`src/rtl/zlhs_pkg.sv`:
```
package zlhs_pkg;

  localparam int unsigned HdrBytes = 30;

  localparam logic [31:0] LOCAL_SIG = 32'h0403_4b50;
  localparam logic [31:0] DESC_SIG  = 32'h0807_4b50;
  localparam int unsigned DescFlagBit = 3;
  localparam logic [11:0] YEAR_BASE = 12'd1980;
  localparam logic [6:0]  CHAR_SUBST = 7'h3f;

  // result kinds, carried on the output tuser
  localparam logic [1:0] KIND_HEADER = 2'd0;
  localparam logic [1:0] KIND_NAME   = 2'd1;
  localparam logic [1:0] KIND_DESC   = 2'd2;
  localparam logic [1:0] KIND_END    = 2'd3;

  typedef struct packed {
    logic [1:0]  kind;
    logic [31:0] comp_len;
    logic [31:0] raw_len;
    logic [11:0] year;
    logic [3:0]  month;
    logic [4:0]  day;
    logic [4:0]  hour;
    logic [5:0]  minute;
    logic [5:0]  second;
    logic [6:0]  name_char;
  } result_t;

endpackage

```
`src/rtl/zlhs_parser.sv`:
```
module zlhs_parser
  import zlhs_pkg::*;
(
  input  logic          clk_i,
  input  logic          rst_ni,
  input  logic          in_valid_i,
  output logic          in_ready_o,
  input  logic [7:0]    in_byte_i,
  input  logic          in_start_i,
  output logic          res_valid_o,
  output result_t       res_o,
  input  logic          res_ready_i
);

  localparam logic [2:0] PH_HDR   = 3'd0;
  localparam logic [2:0] PH_NAME  = 3'd1;
  localparam logic [2:0] PH_EXTRA = 3'd2;
  localparam logic [2:0] PH_DATA  = 3'd3;
  localparam logic [2:0] PH_DESC  = 3'd4;
  localparam logic [2:0] PH_DREAD = 3'd5;
  localparam logic [2:0] PH_NEXT  = 3'd6;

  // input register
  logic       item_valid_q;
  logic [7:0] byte_q;
  logic       start_q;
  logic       fire;

  assign fire       = item_valid_q && res_ready_i;
  assign in_ready_o = !item_valid_q || fire;

  always_ff @(posedge clk_i or negedge rst_ni) begin
    if (!rst_ni) begin
      item_valid_q <= 1'b0;
    end else if (in_ready_o) begin
      item_valid_q <= in_valid_i;
    end
  end

  always_ff @(posedge clk_i) begin
    if (in_ready_o && in_valid_i) begin
      byte_q  <= in_byte_i;
      start_q <= in_start_i;
    end
  end

  // parser state
  logic [2:0]  phase_q, phase_d;
  logic [4:0]  cnt_q, cnt_d;
  logic [31:0] skip_q, skip_d;
  logic [31:0] window_q, window_d;
  logic [3:0]  dcnt_q, dcnt_d;
  logic [63:0] dfields_q, dfields_d;
  logic [7:0]  hdr_q [HdrBytes];
  logic [7:0]  hdr_d [HdrBytes];
  logic [7:0]  hdr_view [HdrBytes];

  logic [2:0]  phase_e;
  logic [4:0]  cnt_e;
  logic [31:0] win;
  logic [15:0] name_len, extra_len, dos_time, dos_date, flags;
  logic [31:0] csize, usize;
  logic [2:0]  ae_phase, an_phase;
  logic [31:0] ae_skip, an_skip;
  logic [3:0]  dofs;
  logic        res_valid;
  result_t     res;

  always_comb begin
    phase_e = start_q ? PH_HDR : phase_q;
    cnt_e   = start_q ? 5'd0 : cnt_q;

    // header bytes with the current byte in its slot
    for (int k = 0; k < HdrBytes; k++) begin
      hdr_view[k] = (cnt_e == 5'(k)) ? byte_q : hdr_q[k];
    end

    flags     = {hdr_view[7], hdr_view[6]};
    dos_time  = {hdr_view[11], hdr_view[10]};
    dos_date  = {hdr_view[13], hdr_view[12]};
    csize     = {hdr_view[21], hdr_view[20], hdr_view[19], hdr_view[18]};
    usize     = {hdr_view[25], hdr_view[24], hdr_view[23], hdr_view[22]};
    name_len  = {hdr_view[27], hdr_view[26]};
    extra_len = {hdr_view[29], hdr_view[28]};

    // where the entry goes once name, then extra field, are done
    if (csize != 32'd0) begin
      ae_phase = PH_DATA;
    end else if (flags[DescFlagBit]) begin
      ae_phase = PH_DESC;
    end else begin
      ae_phase = PH_NEXT;
    end
    ae_skip  = csize;
    an_phase = (extra_len != 16'd0) ? PH_EXTRA : ae_phase;
    an_skip  = (extra_len != 16'd0) ? {16'd0, extra_len} : ae_skip;

    win  = {byte_q, window_q[31:8]};
    dofs = dcnt_q - 4'd4;

    phase_d   = phase_e;
    cnt_d     = cnt_e;
    skip_d    = skip_q;
    window_d  = 32'd0;
    dcnt_d    = dcnt_q;
    dfields_d = dfields_q;
    hdr_d     = hdr_q;
    res_valid = 1'b0;
    res       = '0;

    unique case (phase_e)
      PH_NAME: begin
        res_valid     = 1'b1;
        res.kind      = KIND_NAME;
        res.name_char = (byte_q >= 8'h20 && byte_q <= 8'h7e) ? byte_q[6:0] : CHAR_SUBST;
        skip_d        = skip_q - 32'd1;
        if (skip_q == 32'd1) begin
          phase_d = an_phase;
          skip_d  = an_skip;
        end
      end
      PH_EXTRA: begin
        skip_d = skip_q - 32'd1;
        if (skip_q == 32'd1) begin
          phase_d = ae_phase;
          skip_d  = ae_skip;
        end
      end
      PH_DATA: begin
        skip_d = skip_q - 32'd1;
        if (skip_q == 32'd1) begin
          phase_d   = PH_HDR;
          cnt_d     = 5'd0;
          res_valid = 1'b1;
          res.kind  = KIND_END;
        end
      end
      PH_DESC, PH_NEXT: begin
        window_d = win;
        if (win == LOCAL_SIG) begin
          // signature bytes open the next header
          hdr_d[0]  = LOCAL_SIG[7:0];
          hdr_d[1]  = LOCAL_SIG[15:8];
          hdr_d[2]  = LOCAL_SIG[23:16];
          hdr_d[3]  = LOCAL_SIG[31:24];
          cnt_d     = 5'd4;
          phase_d   = PH_HDR;
          res_valid = 1'b1;
          res.kind  = KIND_END;
        end else if (phase_e == PH_DESC && win == DESC_SIG) begin
          phase_d = PH_DREAD;
          dcnt_d  = 4'd0;
        end
      end
      PH_DREAD: begin
        if (dcnt_q >= 4'd4) begin
          dfields_d[8*dofs[2:0] +: 8] = byte_q;
        end
        if (dcnt_q >= 4'd11) begin
          res_valid    = 1'b1;
          res.kind     = KIND_DESC;
          res.comp_len = dfields_q[31:0];
          res.raw_len  = {byte_q, dfields_q[55:32]};
          phase_d      = PH_NEXT;
        end else begin
          dcnt_d = dcnt_q + 4'd1;
        end
      end
      default: begin
        hdr_d   = hdr_view;
        phase_d = PH_HDR;
        if (cnt_e < 5'(HdrBytes - 1)) begin
          cnt_d = cnt_e + 5'd1;
        end else begin
          cnt_d = 5'd0;
          if ({hdr_view[3], hdr_view[2], hdr_view[1], hdr_view[0]} == LOCAL_SIG) begin
            res_valid    = 1'b1;
            res.kind     = KIND_HEADER;
            res.comp_len = csize;
            res.raw_len  = usize;
            res.year     = {5'd0, dos_date[15:9]} + YEAR_BASE;
            res.month    = dos_date[8:5];
            res.day      = dos_date[4:0];
            res.hour     = dos_time[15:11];
            res.minute   = dos_time[10:5];
            res.second   = {dos_time[4:0], 1'b0};
            if (name_len != 16'd0) begin
              phase_d = PH_NAME;
              skip_d  = {16'd0, name_len};
            end else begin
              phase_d = an_phase;
              skip_d  = an_skip;
            end
          end
        end
      end
    endcase
  end

  always_ff @(posedge clk_i or negedge rst_ni) begin
    if (!rst_ni) begin
      phase_q  <= PH_HDR;
      cnt_q    <= 5'd0;
      skip_q   <= 32'd0;
      window_q <= 32'd0;
      dcnt_q   <= 4'd0;
    end else if (fire) begin
      phase_q  <= phase_d;
      cnt_q    <= cnt_d;
      skip_q   <= skip_d;
      window_q <= window_d;
      dcnt_q   <= dcnt_d;
    end
  end

  always_ff @(posedge clk_i) begin
    if (fire) begin
      hdr_q     <= hdr_d;
      dfields_q <= dfields_d;
    end
  end

  assign res_valid_o = fire && res_valid;
  assign res_o       = res;

endmodule

```
`src/rtl/zlhs_out_fifo.sv`:
```
module zlhs_out_fifo
  import zlhs_pkg::*;
(
  input  logic    clk_i,
  input  logic    rst_ni,
  input  logic    push_i,
  input  result_t push_data_i,
  output logic    ready_o,
  output logic    valid_o,
  output result_t data_o,
  input  logic    pop_ready_i
);

  result_t    mem_q [2];
  logic       wr_ptr_q, rd_ptr_q;
  logic [1:0] count_q;
  logic       push, pop;

  assign ready_o = (count_q != 2'd2);
  assign valid_o = (count_q != 2'd0);
  assign data_o  = mem_q[rd_ptr_q];
  assign push    = push_i && ready_o;
  assign pop     = valid_o && pop_ready_i;

  always_ff @(posedge clk_i or negedge rst_ni) begin
    if (!rst_ni) begin
      wr_ptr_q <= 1'b0;
      rd_ptr_q <= 1'b0;
      count_q  <= 2'd0;
    end else begin
      if (push) begin
        wr_ptr_q <= !wr_ptr_q;
      end
      if (pop) begin
        rd_ptr_q <= !rd_ptr_q;
      end
      if (push && !pop) begin
        count_q <= count_q + 2'd1;
      end else if (pop && !push) begin
        count_q <= count_q - 2'd1;
      end
    end
  end

  always_ff @(posedge clk_i) begin
    if (push) begin
      mem_q[wr_ptr_q] <= push_data_i;
    end
  end

endmodule

```
`src/rtl/zip_local_header_scanner_core.sv`:
```
// Archive local header scanner.
// Slave stream: one archive byte per transfer in tdata; tuser set on the
// first byte of a new archive restarts the parser before that byte is used.
// Master stream: at most one result per input byte, in byte order; tuser
// carries the kind (entry header, name character, descriptor sizes, entry
// end), tdata the sizes, decoded DOS date/time and name character, with
// fields not used by a kind driven to zero.
// Throughput: one byte per cycle while the output buffer has space. Each
// byte sits in an input register, is parsed from there and its result is
// written into a two-entry output buffer, from which the master side offers
// it; while the buffer is full the byte is held in the input register.
// When the receiver stalls the output buffer fills; after two results are
// held the parser stops and tready drops on the slave side. Bytes that make
// no result still wait for buffer space.
// Reset: asynchronous, active low; the parser waits for a local header and
// both buffers are emptied.
module zip_local_header_scanner_core
  import zlhs_pkg::*;
(
  input  logic         clk_i,
  input  logic         rst_ni,
  input  logic         s_axis_tvalid,
  output logic         s_axis_tready,
  input  logic [7:0]   s_axis_tdata,   // [7:0] data_byte
  input  logic [0:0]   s_axis_tuser,   // [0] start_of_archive
  output logic         m_axis_tvalid,
  input  logic         m_axis_tready,
  // [31:0] comp_len, [63:32] raw_len, [75:64] year,
  // [79:76] month, [84:80] day, [89:85] hour, [95:90] minute,
  // [101:96] second, [108:102] name_char, [111:109] zero
  output logic [111:0] m_axis_tdata,
  output logic [1:0]   m_axis_tuser    // [1:0] kind
);

  logic    res_valid;
  logic    fifo_ready;
  result_t res;
  result_t out_res;

  zlhs_parser u_parser (
    .clk_i       (clk_i),
    .rst_ni      (rst_ni),
    .in_valid_i  (s_axis_tvalid),
    .in_ready_o  (s_axis_tready),
    .in_byte_i   (s_axis_tdata),
    .in_start_i  (s_axis_tuser[0]),
    .res_valid_o (res_valid),
    .res_o       (res),
    .res_ready_i (fifo_ready)
  );

  zlhs_out_fifo u_out_fifo (
    .clk_i       (clk_i),
    .rst_ni      (rst_ni),
    .push_i      (res_valid),
    .push_data_i (res),
    .ready_o     (fifo_ready),
    .valid_o     (m_axis_tvalid),
    .data_o      (out_res),
    .pop_ready_i (m_axis_tready)
  );

  assign m_axis_tuser = out_res.kind;
  assign m_axis_tdata = {3'd0, out_res.name_char, out_res.second, out_res.minute,
                         out_res.hour, out_res.day, out_res.month, out_res.year,
                         out_res.raw_len, out_res.comp_len};

endmodule

```
`config.mk`:
```
export PLATFORM = sky130hd
export DESIGN_NAME = zip_local_header_scanner_core
export DESIGN_NICKNAME = d
export VERILOG_FILES = /design/src/rtl/zlhs_pkg.sv /design/src/rtl/zlhs_parser.sv /design/src/rtl/zlhs_out_fifo.sv /design/src/rtl/zip_local_header_scanner_core.sv
export SDC_FILE = /design/constraint.sdc
export NUM_CORES = 1
export LEC_CHECK = 0
export BUFFER_PORTS_ARGS = -buffer_cell sky130_fd_sc_hd__buf_2
export CAP_MARGIN = 20
export CORE_ASPECT_RATIO = 2
export CORE_MARGIN = 1
export CORE_UTILIZATION = 40
export DETAILED_ROUTE_END_ITERATION = 10
export SYNTH_ARGS = -nofsm -noshare
export SYNTH_HDL_FRONTEND = slang
export SYNTH_SLANG_ARGS = --single-unit
```
`constraint.sdc`:
```
create_clock -name clk_i -period 25.9 [get_ports clk_i]
set_clock_uncertainty 0.15 [all_clocks]
set_input_delay 2.59 -clock clk_i [delete_from_list [all_inputs] [get_ports clk_i]]
set_output_delay 2.59 -clock clk_i [all_outputs]
set_load 0.1 [all_outputs]
```
# Word-level counts from Yosys, hierarchy flattened
# Memories as Yosys holds them, arrays and structs flattened.
# Cells that the tools add are included.
# Widths: inputs -> output; s select.
word_totals:
  ff_bits: 318
  ramBits: 222
  in_bits: 13
  output_inout_bits: 116
  elab_cells: 199
  memories: 1
classes:
  n_addsub: 8
  order_cmp: 5
  eq_ne: 36
  n_shift: 2
  n_mux: 75
  bitwise: 3
  n_reduce_logical: 35
memory_table:
  columns: ["memory", "depth", "word_bits", "rd", "rd_ports_with_merged_regs", "write_ports", "line", "rtl"]
  rows:
  - ["u_out_fifo.mem_q", 2, 111, 1, 0, 1, "zlhs_out_fifo.sv:14", "result_t mem_q [2];"]
op_table:
  columns: ["op", "count"]
  rows:
  - ["$mux 32", 8]
  - ["$mux 8", 20]
  - ["$pmux 32 s4", 1]
  - ["$pmux 64 s2", 1]
  - ["$mux 104", 1]
  - ["$mux 102", 1]
  - ["$mux 66", 1]
  - ["$bwmux 64", 1]
  - ["$eq 32x27->1 const B", 2]
  - ["$pmux 32 s2", 1]
  - ["$shift 8x34->64 const A", 1]
  - ["$shiftx 8x34->64", 1]
  - ["$eq 5x5->1 const B", 12]
  - ["$mux 38", 1]
  - ["$mux 3", 12]
  - ["$neg 6->34", 1]
  - ["$eq 32x1->1 const B", 1]
  - ["$eq 32x28->1 const B", 1]
  - ["$reduce_bool 16->1", 2]
  - ["$reduce_bool 32->1", 1]
  - ["$sub 32x1->32 const B", 1]
  - ["$eq 5x4->1 const B", 4]
  - ["$mux 5", 4]
  - ["$mux 4", 4]
  - ["other kinds (44)", 81]

# Logic depth before layout (Yosys ltp)
# Gate-level depths: netlist of the first run.
logic_depth:
  word_depth: 13
  depth_mapped: 13
  depth_no_buf: 12

# Cells and area by module
# Synthesis of the first run repeated with hierarchy kept, for this count alone.
hier_totals:
  cells_unflattened: 1988
  hier_area_um2: 24612.4
modules_own_cells:
  columns: ["module", "instances", "cells_each", "area_each_um2", "seq_area_each_um2"]
  rows:
  - ["zlhs_parser", 1, 1621, 16363.2, 8513.2]
  - ["zlhs_out_fifo", 1, 363, 8222.9, 6766.5]
  - ["zip_local_header_scanner_core", 1, 4, 26.3, 0.0]

# Least setup slack after synthesis of the first run
# OpenSTA, ideal clock, no wires.
synth_path:
  path_kind: "register to register"
  from: "reg u_parser.skip_q[6]"
  to: "mem u_out_fifo.mem_q[0][0] (netlist name), enable pin"
  setup_ns: 0.714
  arrival_ns: 9.653
  required_ns: 25.036
  path_slack_ns: 15.383
  path_stages_with_launch: 10
  n_path_buf: 3
  period_less_slack_ns: 10.517
  path_cell_list: "dfrtp_1 -> or4_1 -> buf_2 -> or3_1 -> buf_2 -> or3_1 -> buf_2 -> o21ai_2 -> nor3b_1 -> nor3_1"
synth_between:
  elab_chain_cells: 7
synth_lines:
  columns: ["item", "line", "rtl"]
  rows:
  - ["start: declaration", "zlhs_parser.sv:50", "logic [31:0] skip_q, skip_d;"]
  - ["start signal: assignment", "zlhs_parser.sv:210", "skip_q <= skip_d;"]
  - ["$eq 32x1->1", "zlhs_parser.sv:131", "if (skip_q == 32'd1) begin"]
  - ["$mux 1", "zlhs_parser.sv:131", null]
  - ["$pmux 1 s5", "zlhs_parser.sv:111", "unique case (phase_e)"]
  - ["$logic_and 1x1->1", "zlhs_parser.sv:223", "assign res_valid_o = fire && res_valid;"]
  - ["$logic_and 1x1->1", "zlhs_out_fifo.sv:22", "assign push = push_i && ready_o;"]
  - ["$mux 1", "zlhs_out_fifo.sv:46", "if (push) begin"]
  - ["$mux 1 (implied by the code)", "zlhs_out_fifo.sv:47", "mem_q[wr_ptr_q] <= push_data_i;"]
  - ["end: declaration", "zlhs_out_fifo.sv:14", null]
# Every way passes these cells.

# Final worst setup path of the first run
layout_path:
  from: "reg u_out_fifo.rd_ptr_q"
  to: "out m_axis_tdata[97]"
layout_between:
  elab_chain_cells: 1
layout_lines:
  columns: ["item", "line", "rtl"]
  rows:
  - ["start: declaration", "zlhs_out_fifo.sv:15", "logic wr_ptr_q, rd_ptr_q;"]
  - ["start signal: assignment", "zlhs_out_fifo.sv:35", "rd_ptr_q <= !rd_ptr_q;"]
  - ["$mem_v2 2x111", null, null]
  - ["end: declaration", "zip_local_header_scanner_core.sv:31", "output logic [111:0] m_axis_tdata,"]
# Every way passes these cells.

==> results of run 1 <==
## placed cells by master, fill, tap and decap left out, types with 9 or more instances in the layout
| master | n |
|---|---|
| edfxtp_1 | 446 |
| mux2_2 | 195 |
| nand2_1 | 152 |
| nor2_1 | 137 |
| buf_2 | 123 |
| o21ai_0 | 93 |
| dfrtp_1 | 72 |
| a21oi_1 | 61 |
| a22o_1 | 59 |
| inv_1 | 47 |
| nor3_1 | 47 |
| clkbuf_16 | 46 |
| mux2i_1 | 44 |
| and3_1 | 42 |
| buf_4 | 36 |
| nand3_1 | 30 |
| and2_1 | 24 |
| nor4_1 | 19 |
| nand4_1 | 17 |
| a21o_1 | 16 |
| or3_1 | 14 |
| or4_1 | 12 |
| nand2b_1 | 11 |
| nor2b_1 | 10 |
| o31ai_1 | 10 |
| o221ai_1 | 10 |
| ha_1 | 10 |
| o21ai_1 | 9 |
| xnor2_1 | 9 |
## kinds of logic (layout without fill, tap and decap cells)
| family | after synthesis | after routing | share of synthesized area |
|---|---|---|---|
| and+or+nand+nor | 564 | 564 | 0.120 |
| DFF | 519 | 519 | 0.635 |
| AOI/OAI and AO/OA | 329 | 329 | 0.0933 |
| muxes | 240 | 240 | 0.111 |
| buffers and inverters | 175 | 285 | 0.0301 |
| xor gates and xnor gates | 15 | 15 | 0.00548 |
| adders and majority gates | 10 | 10 | 0.00522 |
| other | 1 | 4 | 0.000157 |
## worst max path at each step
stage                             start                  endpoint  cells after the start
finish              u_out_fifo.rd_ptr_q          m_axis_tdata[97]                      3
global route        u_out_fifo.rd_ptr_q          m_axis_tdata[97]                      3
CTS                 u_out_fifo.rd_ptr_q          m_axis_tdata[97]                      3
detailed placement    u_parser.cnt_q[3]  u_out_fifo.mem_q[1][110]                     11
global placement      u_parser.cnt_q[3]  u_out_fifo.mem_q[1][110]                     11
floorplan            u_parser.skip_q[6]    u_out_fifo.mem_q[0][0]                      9
## power breakdown
group	switching, mW	total [mW]	internal (mW)
combinational	1.05	1.35	0.299
clock	0.325	0.672	0.347
sequential	0.102	1.18	1.07
total	1.48	3.20	1.72
## layer usage
layer / GRT usage / vias up / part of all wire
li1: - / 7128 / -
met1: 0.241 / 7762 / 0.38
met2: 0.385 / 551 / 0.52
met3: 0.0234 / 193 / 0.040
met4: 0.140 / 0 / 0.066
met5: 0 / - / 0
## worst max-delay path, delay by kind of cell, from the launching register on
kind | cells | cell delay [ps]
DFF | 1 | 890
muxes | 1 | 290
buffers and inverters | 2 | 1140
## sequential cells by signal, summed over array words and instances, names as in the netlist
register               flops
u_out_fifo.mem_q         220
u_parser.hdr_q           161
u_parser.dfields_q        56
u_parser.skip_q           32
u_parser.window_q         24
u_parser.byte_q            8
u_parser.cnt_q             5
u_parser.dcnt_q            4
u_parser.phase_q           3
u_out_fifo.count_q         2
u_out_fifo.rd_ptr_q        1
u_out_fifo.wr_ptr_q        1
u_parser.item_valid_q      1
u_parser.start_q           1
## layout make-up
cell class / instances / area (um^2)
Fill cell: 5359 / 32400
Inverter: 47 / 176
Clock buffer: 51 / 1180
Multi-Input combinational cell: 1162 / 8070
Sequential cell: 519 / 15200
Clock inverter: 28 / 251
Tap cell: 768 / 961
Timing Repair Buffer: 159 / 886
==> flow_summary.json, run 1 <==
{
  "postLayoutCellArea_mm2": 0.0267,
  "power_leakage_nw": 9.83,
  "hold_end": "u_parser.window_q[15]",
  "setup_ws_ps": 20150,
  "arrival_ps": 3010,
  "synth.cell_area_mm2": 0.0240,
  "row_count": 126,
  "crit_chain": "buf_4 > mux2_2 > buf_2",
  "p_per_area_mw_per_mm2": 120,
  "clock_latency_ps": 600,
  "gp_congestion": 0.927,
  "hold_start": "u_parser.window_q[15]",
  "grt_usage": 0.215,
  "startpoint_type": "register",
  "grt_pass1_vias": 16100,
  "min_period_ps": 5750,
  "max_stage_delay_ps": 890,
  "layout-drive-gt1-share": 0.233,
  "synth_commonest_cells": "edfxtp_1 (446), mux2_2 (195), nand2_1 (152), nor2_1 (140), o21ai_0 (94)",
  "numCtsBuffers": 45,
  "gr-total-overflow": 0,
  "status": "complete, no violations",
  "nets": 1957,
  "worstSetupPathType": "register to output port",
  "holdPathStages": 1,
  "stdcell_count": 2734,
  "wl_per_cell_um": 24.0,
  "r2r_end": "u_out_fifo.mem_q[1][81]",
  "core-area_mm2": 0.0591,
  "synthToLayoutAreaGrowth_pct": 11.6,
  "cts_hold_repair.buffers": 0,
  "whs_ps": 355,
  "root_buffer": "clkbuf_16",
  "synth_flop_cell": "edfxtp_1",
  "drtIter0Drc": 1040,
  "reg2reg_from": "u_parser.byte_q[1]",
  "final_core_util": 0.452,
  "cts_tree": "yes",
  "firstDrtPassIters": 6,
  "ant_nets": 0,
  "postCtsSetupBuffers": 0,
  "synthMostInstantiatedCell": "edfxtp_1",
  "slew_headroom": 0.247,
  "via_per_inst": 5.72,
  "synth_top_area_cell": "edfxtp_1",
  "synth.top_cell.area_share": 0.559,
  "ios": 129,
  "fp.dieW_um": 175,
  "synth_edf_count": 446,
  "clockBufferDepth": 3,
  "place_hpwl_um": 45300,
  "yosysUniqueCellTypes": 90,
  "slew_viol_final": 0,
  "start_util": 0.405,
  "rsz0062_at_grt": "false",
  "cp-end-kind": "output port",
  "ff2ff_setup_slack_ps": 20240,
  "async_flop_share": 0.141,
  "die_y_um": 348,
  "ir_worst_vdd_v": 0.0000910,
  "hold_path.class": "register to register",
  "io_buffers": 124,
  "synth_area_leaders": "edfxtp_1 (56%), mux2_2 (9.2%), dfrtp_1 (7.6%)",
  "setup_tns_ps": 0,
  "placed_cells": 2654,
  "cp_slowest_cell": "dfrtp_4",
  "synth_area_per_cell_um2": 12.9,
  "yosysWarnings": 0,
  "htreeDepth": 2,
  "place_area_mm2": 0.0253,
  "r2r_cells": 12,
  "cts.sink_count": 519,
  "antenna_found_initial": 0,
  "vias": 15600,
  "grt_max_degree": 67,
  "total_power_mw": 3.20,
  "grt_pass1_wl_um": 98800,
  "cts_resized": 0,
  "synth_cells": 1853,
  "remaining_drc_errors": 0,
  "finalSetupViolations": 0,
  "fin_crit_sh": 0.222,
  "worstPathRequired_ps": 23160,
  "path_clk_slew_ps": 70,
  "yosysSeqAreaShare": 0.635,
  "die-area_mm2": 0.0609,
  "synth_seq_cells": 519,
  "max_freq_mhz": 174,
  "tightest_slew_ps": 1130,
  "wirelength_um": 65600,
  "max_cap_viol_count": 0,
  "cp_max_fo": 62,
  "antenna_cells": 0,
  "hold_viol_final": 0,
  "dp_slack_ps": 20220
}
Note: power is estimated with default switching activity, not from simulation.
==> run 2: changes to the inputs <==
--- a/config.mk
+++ b/config.mk
@@ -5,6 +5,7 @@
 export SDC_FILE = /design/constraint.sdc
 export NUM_CORES = 1
 export LEC_CHECK = 0
+export ABC_AREA = 1
 export BUFFER_PORTS_ARGS = -buffer_cell sky130_fd_sc_hd__buf_2
 export CAP_MARGIN = 20
 export CORE_ASPECT_RATIO = 2
==> constraint.sdc (replaced) <==
create_clock -name clk_i -period 5 [get_ports clk_i]
set_clock_uncertainty 0.15 [all_clocks]
set_input_delay 0.5 -clock clk_i [delete_from_list [all_inputs] [get_ports clk_i]]
set_output_delay 0.5 -clock clk_i [all_outputs]
set_load 0.1 [all_outputs]
==> run 2 against run 1 <==
First-iteration DRC count grew 43%. Sequential share of layout area is 4.4 points lower. Critical path depth grew 11. Combinational power increased to 7.3 times the previous value. Sequential power increased to 5.6 times the previous value. Register-to-register slack lost 20000 ps. Global-route usage grew 2.2 points.
==> flow_summary.json, run 2 <==
{
  "placed_cells": 3709,
  "ir_worst_vdd_v": 0.000477,
  "die_y_um": 359,
  "p_switching_mw": 10.1,
  "place_hpwl_um": 55600,
  "grt_pass1_wl_um": 117000,
  "setup_ws_ps": 703,
  "nets": 3002,
  "max_stage_delay_ps": 640,
  "die-area_mm2": 0.0649,
  "power_leakage_nw": 12.2,
  "yosysUniqueCellTypes": 46,
  "synth_cells": 2851,
  "row_count": 130,
  "tightest_slew_ps": 1020,
  "yosysWarnings": 0,
  "synth.cell_area_mm2": 0.0255,
  "largestRegisters": "u_out_fifo.mem_q x220, u_parser.hdr_q x161, u_parser.dfields_q x56",
  "grt_pass1_vias": 20100,
  "start_util": 0.406,
  "power.share.clock": 0.184,
  "root_buffer": "clkbuf_16",
  "via_per_inst": 5.26,
  "min_period_ps": 4300,
  "p_comb_frac": 0.488,
  "fin_crit_sh": 0.859,
  "gr-total-overflow": 0,
  "worstSetupPathType": "register to register",
  "cp_slowest_cell": "nor2_4",
  "ios": 129,
  "worstPathRequired_ps": 5130,
  "synthToLayoutAreaGrowth_pct": 13.4,
  "cp-end-kind": "register",
  "rsz0062_at_grt": "false",
  "nFillCells": 6003,
  "slew_headroom": 0.318,
  "clock_latency_ps": 580,
  "grt_usage": 0.238,
  "finalSetupViolations": 0,
  "layout-drive-gt1-share": 0.111,
  "ff_latch_area_mm2": 0.0152,
  "synth.top_cell.area_share": 0.524,
  "stdcell_count": 3808,
  "startpoint_type": "register",
  "async_flop_share": 0.141,
  "synth_seq_cells": 519,
  "clockBufferDepth": 3,
  "core-area_mm2": 0.0629,
  "htreeDepth": 2,
  "numCtsBuffers": 47,
  "p_sw_frac": 0.504,
  "wirelength_um": 77000,
  "whs_ps": 67.5,
  "dp_slack_ps": 734,
  "p_int_mw": 9.99,
  "cp_max_fo": 28,
  "ant_nets": 0,
  "max_freq_mhz": 233,
  "path_clk_slew_ps": 70,
  "postCtsSetupBuffers": 0,
  "synth_area_per_cell_um2": 8.96,
  "grt_max_degree": 96,
  "antenna_found_initial": 0,
  "ff2ff_setup_slack_ps": 700,
  "remaining_drc_errors": 0,
  "crit_family": "simple AND/OR/NAND/NOR gates",
  "crit_chain": "inv_4 > nand2_2 > nor2_4 > nand3_2 > o21ai_0 > nand2_1 > nor2_1 > nand2_1 > nor2_1 > nand4_4 > nand3_1 > nand2_1 > nor2_4 > buf_12",
  "mostFrequentLayoutCell": "nand2_1",
  "synth_commonest_cells": "nand2_1 (832), edfxtp_1 (446), inv_1 (370), nor2_1 (276), nand3_1 (194)",
  "cts.sink_count": 519,
  "max_cap_viol_count": 0,
  "slew_viol_final": 0,
  "synth_area_leaders": "edfxtp_1 (52%), nand2_1 (12%), dfrtp_1 (7.2%)",
  "p_per_area_mw_per_mm2": 695,
  "vias": 20000,
  "fp.dieW_um": 181,
  "critPathMostFrequentCell": "nand2_1",
  "status": "complete, no violations",
  "multi_input_area_mm2": 0.00834,
  "p_seq_frac": 0.328,
  "wl_per_cell_um": 20.2,
  "final_cell_mix": "nand2_1 (832), edfxtp_1 (446), inv_1 (369)",
  "setup_tns_ps": 0,
  "gp_congestion": 0.972,
  "cts_tree": "yes",
  "largest_register_ffs": 220,
  "yosysSeqAreaShare": 0.596,
  "synth_top_area_cell": "edfxtp_1",
  "antenna_cells": 0,
  "crit_buf_inv": 2,
  "hold_path.class": "input port to register",
  "hold_viol_final": 0,
  "synth_flop_cell": "edfxtp_1",
  "top_register": "u_out_fifo.mem_q",
  "firstDrtPassIters": 5,
  "io_buffers": 124,
  "arrival_ps": 4430,
  "drtIter0Drc": 1482,
  "synthMostInstantiatedCell": "nand2_1",
  "synth_edf_count": 446,
  "total_power_mw": 20.1
}
run 2: changes by cell type after synthesis, moves of 25 or more:
| cell | delta |
|---|---|
| a22o_1 | -59 |
| and2_1 | -25 |
| and3_1 | -42 |
| inv_1 | +323 |
| mux2_2 | -195 |
| mux2i_1 | -44 |
| nand2_1 | +680 |
| nand3_1 | +164 |
| nand4_1 | +30 |
| nor2_1 | +136 |
| nor3_1 | -32 |
| o21ai_0 | +80 |
| o21ai_1 | +51 |
| o22ai_1 | +34 |
run 2: path summary, 6_finish.rpt:
| path | start | endpoint | depth (start not counted) |
|---|---|---|---|
| hold / removal | m_axis_tready | u_out_fifo.rd_ptr_q | 3 |
| min in group asynchronous | rst_ni | u_out_fifo.count_q[1] | 2 |
| hold reg to reg | u_parser.window_q[14] | u_parser.window_q[14] | 2 |
| setup reg to reg | u_parser.start_q | u_out_fifo.mem_q[1][41] | 14 |
| setup / recovery | u_parser.start_q | u_out_fifo.mem_q[1][41] | 14 |
| max in group asynchronous | rst_ni | u_parser.skip_q[25] | 3 |
run 2: final cells by class:
type / instances / area share
Timing Repair Buffer: 209 / 0.0484
Clock buffer: 62 / 0.0443
Inverter: 388 / 0.0505
Sequential cell: 519 / 0.525
Multi-Input combinational cell: 1814 / 0.288
Tap cell: 792 / 0.0342
Clock inverter: 24 / 0.00963
run 2: cell families after synthesis:
family | count (synthesis) | share of synthesized area
AOI/OAI and AO/OA | 343 | 0.0732
xor gates and xnor gates | 28 | 0.00960
adders and majority gates | 10 | 0.00490
buffers and inverters | 521 | 0.0805
DFF | 519 | 0.596
other | 1 | 0.000147
and+or+nand+nor | 1429 | 0.236
run 2: repair_timing:
action | in CTS | in global routing
resized for setup | 0 | 0
endpoints found under the hold margin | 39 | 0
hold buffers | 11 | 0
run 2: layer usage:
layer,global-route usage,share of wire,vias up,wire [um]
met4,0.162,0.070,0,5420
met2,0.446,0.53,686,40900
met5,0,0,-,0
li1,-,-,9619,-
met3,0.0233,0.047,243,3590
met1,0.246,0.35,9484,27100
run 2: worst min-delay path: stages:
cell and delay [ps]:
buf_2 90, nand2_1 100, xor2_1 70
run 2: through the flow:
step | area, um^2 | utilization
after floorplan | 25600 | -
after global placement | 27300 | 0.433
after detailed placement | 27300 | 0.434
after CTS | 29000 | 0.460
after global routing | 29000 | 0.460
final | 29000 | 0.460
run 2: power groups by stage:
stage               registers (mW)  clock network [mW]  logic (mW)
detailed placement            6.68                   0        9.80
CTS                           6.60                3.78        9.83
global route                  6.70                3.91        10.5
global placement              6.65                   0        9.75
floorplan                     6.49                   0        7.56
finish                        6.60                3.71        9.82
==> run 3: changes to the inputs <==
==> constraint.sdc (replaced) <==
create_clock -name clk_i -period 5.1 [get_ports clk_i]
set_clock_uncertainty 0.15 [all_clocks]
set_input_delay 0.51 -clock clk_i [delete_from_list [all_inputs] [get_ports clk_i]]
set_output_delay 0.51 -clock clk_i [all_outputs]
set_load 0.1 [all_outputs]
==> run 3 against run 2 <==
Register-to-register slack improved by 190 ps. Sequential power fell by 2%. First-iteration DRC count rose by 4.2%. Maximum frequency rose by 2.1%. Worst hold slack got worse by 27 ps. Via count fell by 0.48%. Cell count fell by 0.26%. Non-clock buffer count fell by 11. Final area fell by 0.35%. Clock-buffer cell count fell by 8. Setup slack improved by 190 ps. Critical path type unchanged. Core utilization fell by 0.16 points.
==> flow_summary.json, run 3 (same netlist as run 2, synthesis figures left out) <==
{
  "status": "complete, no violations",
  "cts_hold_repair.buffers": 10,
  "ios": 129,
  "ff2ff_setup_slack_ps": 890,
  "firstDrtPassIters": 7,
  "worstSetupPathType": "register to register",
  "final_cell_mix": "nand2_1 (832), edfxtp_1 (446), inv_1 (369)",
  "cp_max_fo": 25,
  "die-area_mm2": 0.0649,
  "cp_slowest_cell": "dfrtp_1",
  "largestRegisters": "u_out_fifo.mem_q x220, u_parser.hdr_q x161, u_parser.dfields_q x56",
  "synthToLayoutAreaGrowth_pct": 13.0,
  "crit_buf_inv": 1,
  "max_freq_mhz": 238,
  "arrival_ps": 4300,
  "fin_crit_sh": 0.825,
  "cts.sink_count": 519,
  "slew_headroom": 0.297,
  "cts_resized": 0,
  "row_count": 130,
  "clock_latency_ps": 590,
  "max_cap_viol_count": 0,
  "setup_tns_ps": 0,
  "crit_family": "simple AND/OR/NAND/NOR gates",
  "power_leakage_nw": 12.2,
  "finalSetupViolations": 0,
  "gp_congestion": 0.935,
  "gr-total-overflow": 0,
  "fp.dieW_um": 181,
  "place_hpwl_um": 55000,
  "layout-drive-gt1-share": 0.107,
  "remaining_drc_errors": 0,
  "rsz0062_at_grt": "false",
  "antenna_cells": 0,
  "nets": 2991,
  "drtIter0Drc": 1544,
  "root_buffer": "clkbuf_16",
  "cp-end-kind": "register",
  "crit_chain": "o21ai_4 > nand3_1 > o21ai_0 > nand3_1 > nor2_1 > nand2_1 > nor2_1 > nand4_4 > nand3_1 > nand2_1 > nor2_4 > buf_4",
  "wirelength_um": 77400,
  "nFillCells": 6077,
  "top_register": "u_out_fifo.mem_q",
  "min_period_ps": 4210,
  "vias": 19900,
  "ir_worst_vdd_v": 0.000377,
  "via_per_inst": 5.25,
  "largest_register_ffs": 220,
  "ant_nets": 0,
  "cts_tree": "yes",
  "hold_viol_final": 0,
  "startpoint_type": "register",
  "mostFrequentLayoutCell": "nand2_1",
  "antenna_found_initial": 0,
  "worstPathRequired_ps": 5200,
  "stdcell_count": 3798,
  "numCtsBuffers": 47,
  "max_stage_delay_ps": 520,
  "path_clk_slew_ps": 70,
  "grt_pass1_wl_um": 116000,
  "clockBufferDepth": 3,
  "grt_pass1_vias": 19500,
  "htreeDepth": 2,
  "die_y_um": 359,
  "grt_usage": 0.236,
  "p_per_area_mw_per_mm2": 684,
  "core-area_mm2": 0.0629,
  "grt_max_degree": 96,
  "postCtsSetupBuffers": 0,
  "critPathMostFrequentCell": "nand3_1",
  "io_buffers": 124,
  "placed_cells": 3701,
  "wl_per_cell_um": 20.4,
  "slew_viol_final": 0,
  "start_util": 0.406,
  "hold_path.class": "input port to register",
  "tightest_slew_ps": 1050
}
[run 3: cell count changes in the layout (fill, tap and decap cells not counted), moves of 2 or more]
cell        previous run  this run
buf_2                125       123
buf_4                 64        57
clkbuf_1              10         6
clkbuf_8               5         0
clkinv_1              10        17
clkinv_2              10         8
clkinvlp_4             3         5
inv_6                  1         3
[run 3: final cells by class]
class                   instances  area [um^2]  area share
repair buffers                198         1300      0.0451
flip-flops and latches        519        15200       0.527
clock inverters                33          338      0.0117
well taps                     792          991      0.0343
inverters                     388         1460      0.0506
multi-input cells            1814         8340       0.289
clock buffers                  54         1220      0.0424
[run 3: report_power, final]
part / internal (mW) / switching [mW]
clock network: 2.04 / 1.61
registers: 5.95 / 0.485
logic: 1.82 / 7.84
[run 3: worst paths after layout]
| check | from | endpoint | cells after the start |
|---|---|---|---|
| max | u_parser.cnt_q[1] | u_out_fifo.mem_q[0][6] | 12 |
| min | s_axis_tvalid | u_parser.item_valid_q | 3 |
| max reg2reg | u_parser.cnt_q[1] | u_out_fifo.mem_q[0][6] | 12 |
| min reg2reg | u_parser.skip_q[1] | u_parser.skip_q[1] | 2 |
| max in group asynchronous | rst_ni | u_parser.skip_q[20] | 3 |
| min in group asynchronous | rst_ni | u_out_fifo.rd_ptr_q | 2 |
[run 3: per-stage QoR]
stage / power [mW] / utilization / worst slack [ps] / hold slack, ps / instance area [um^2]
3_5_place_dp: 16.2 / 0.432 / 949 / 323 / 27200
6_report: 19.7 / 0.459 / 893 / 41.0 / 28900
4_1_cts: 19.8 / 0.459 / 919 / 11.7 / 28900
2_1_floorplan: 13.8 / - / -416 / 64.4 / 25600
3_3_place_gp: 16.1 / 0.432 / 1010 / 313 / 27200
5_1_grt: 20.8 / 0.459 / 604 / 46.0 / 28900
[run 3: layer usage]
metal  vias to the layer above  wire (um)  track usage  part of all wire
met1                      9484      28700        0.254              0.37
li1                       9611          -            -                 -
met5                         -          0            0                 0
met4                         0       4820        0.140             0.062
met3                       200       3150       0.0222             0.041
met2                       640      40800        0.443              0.53
[run 3: tightest hold or removal path, cell delays in order]
cell     delay [ps]
buf_2            70
nand2_1          80
nand2_1          70
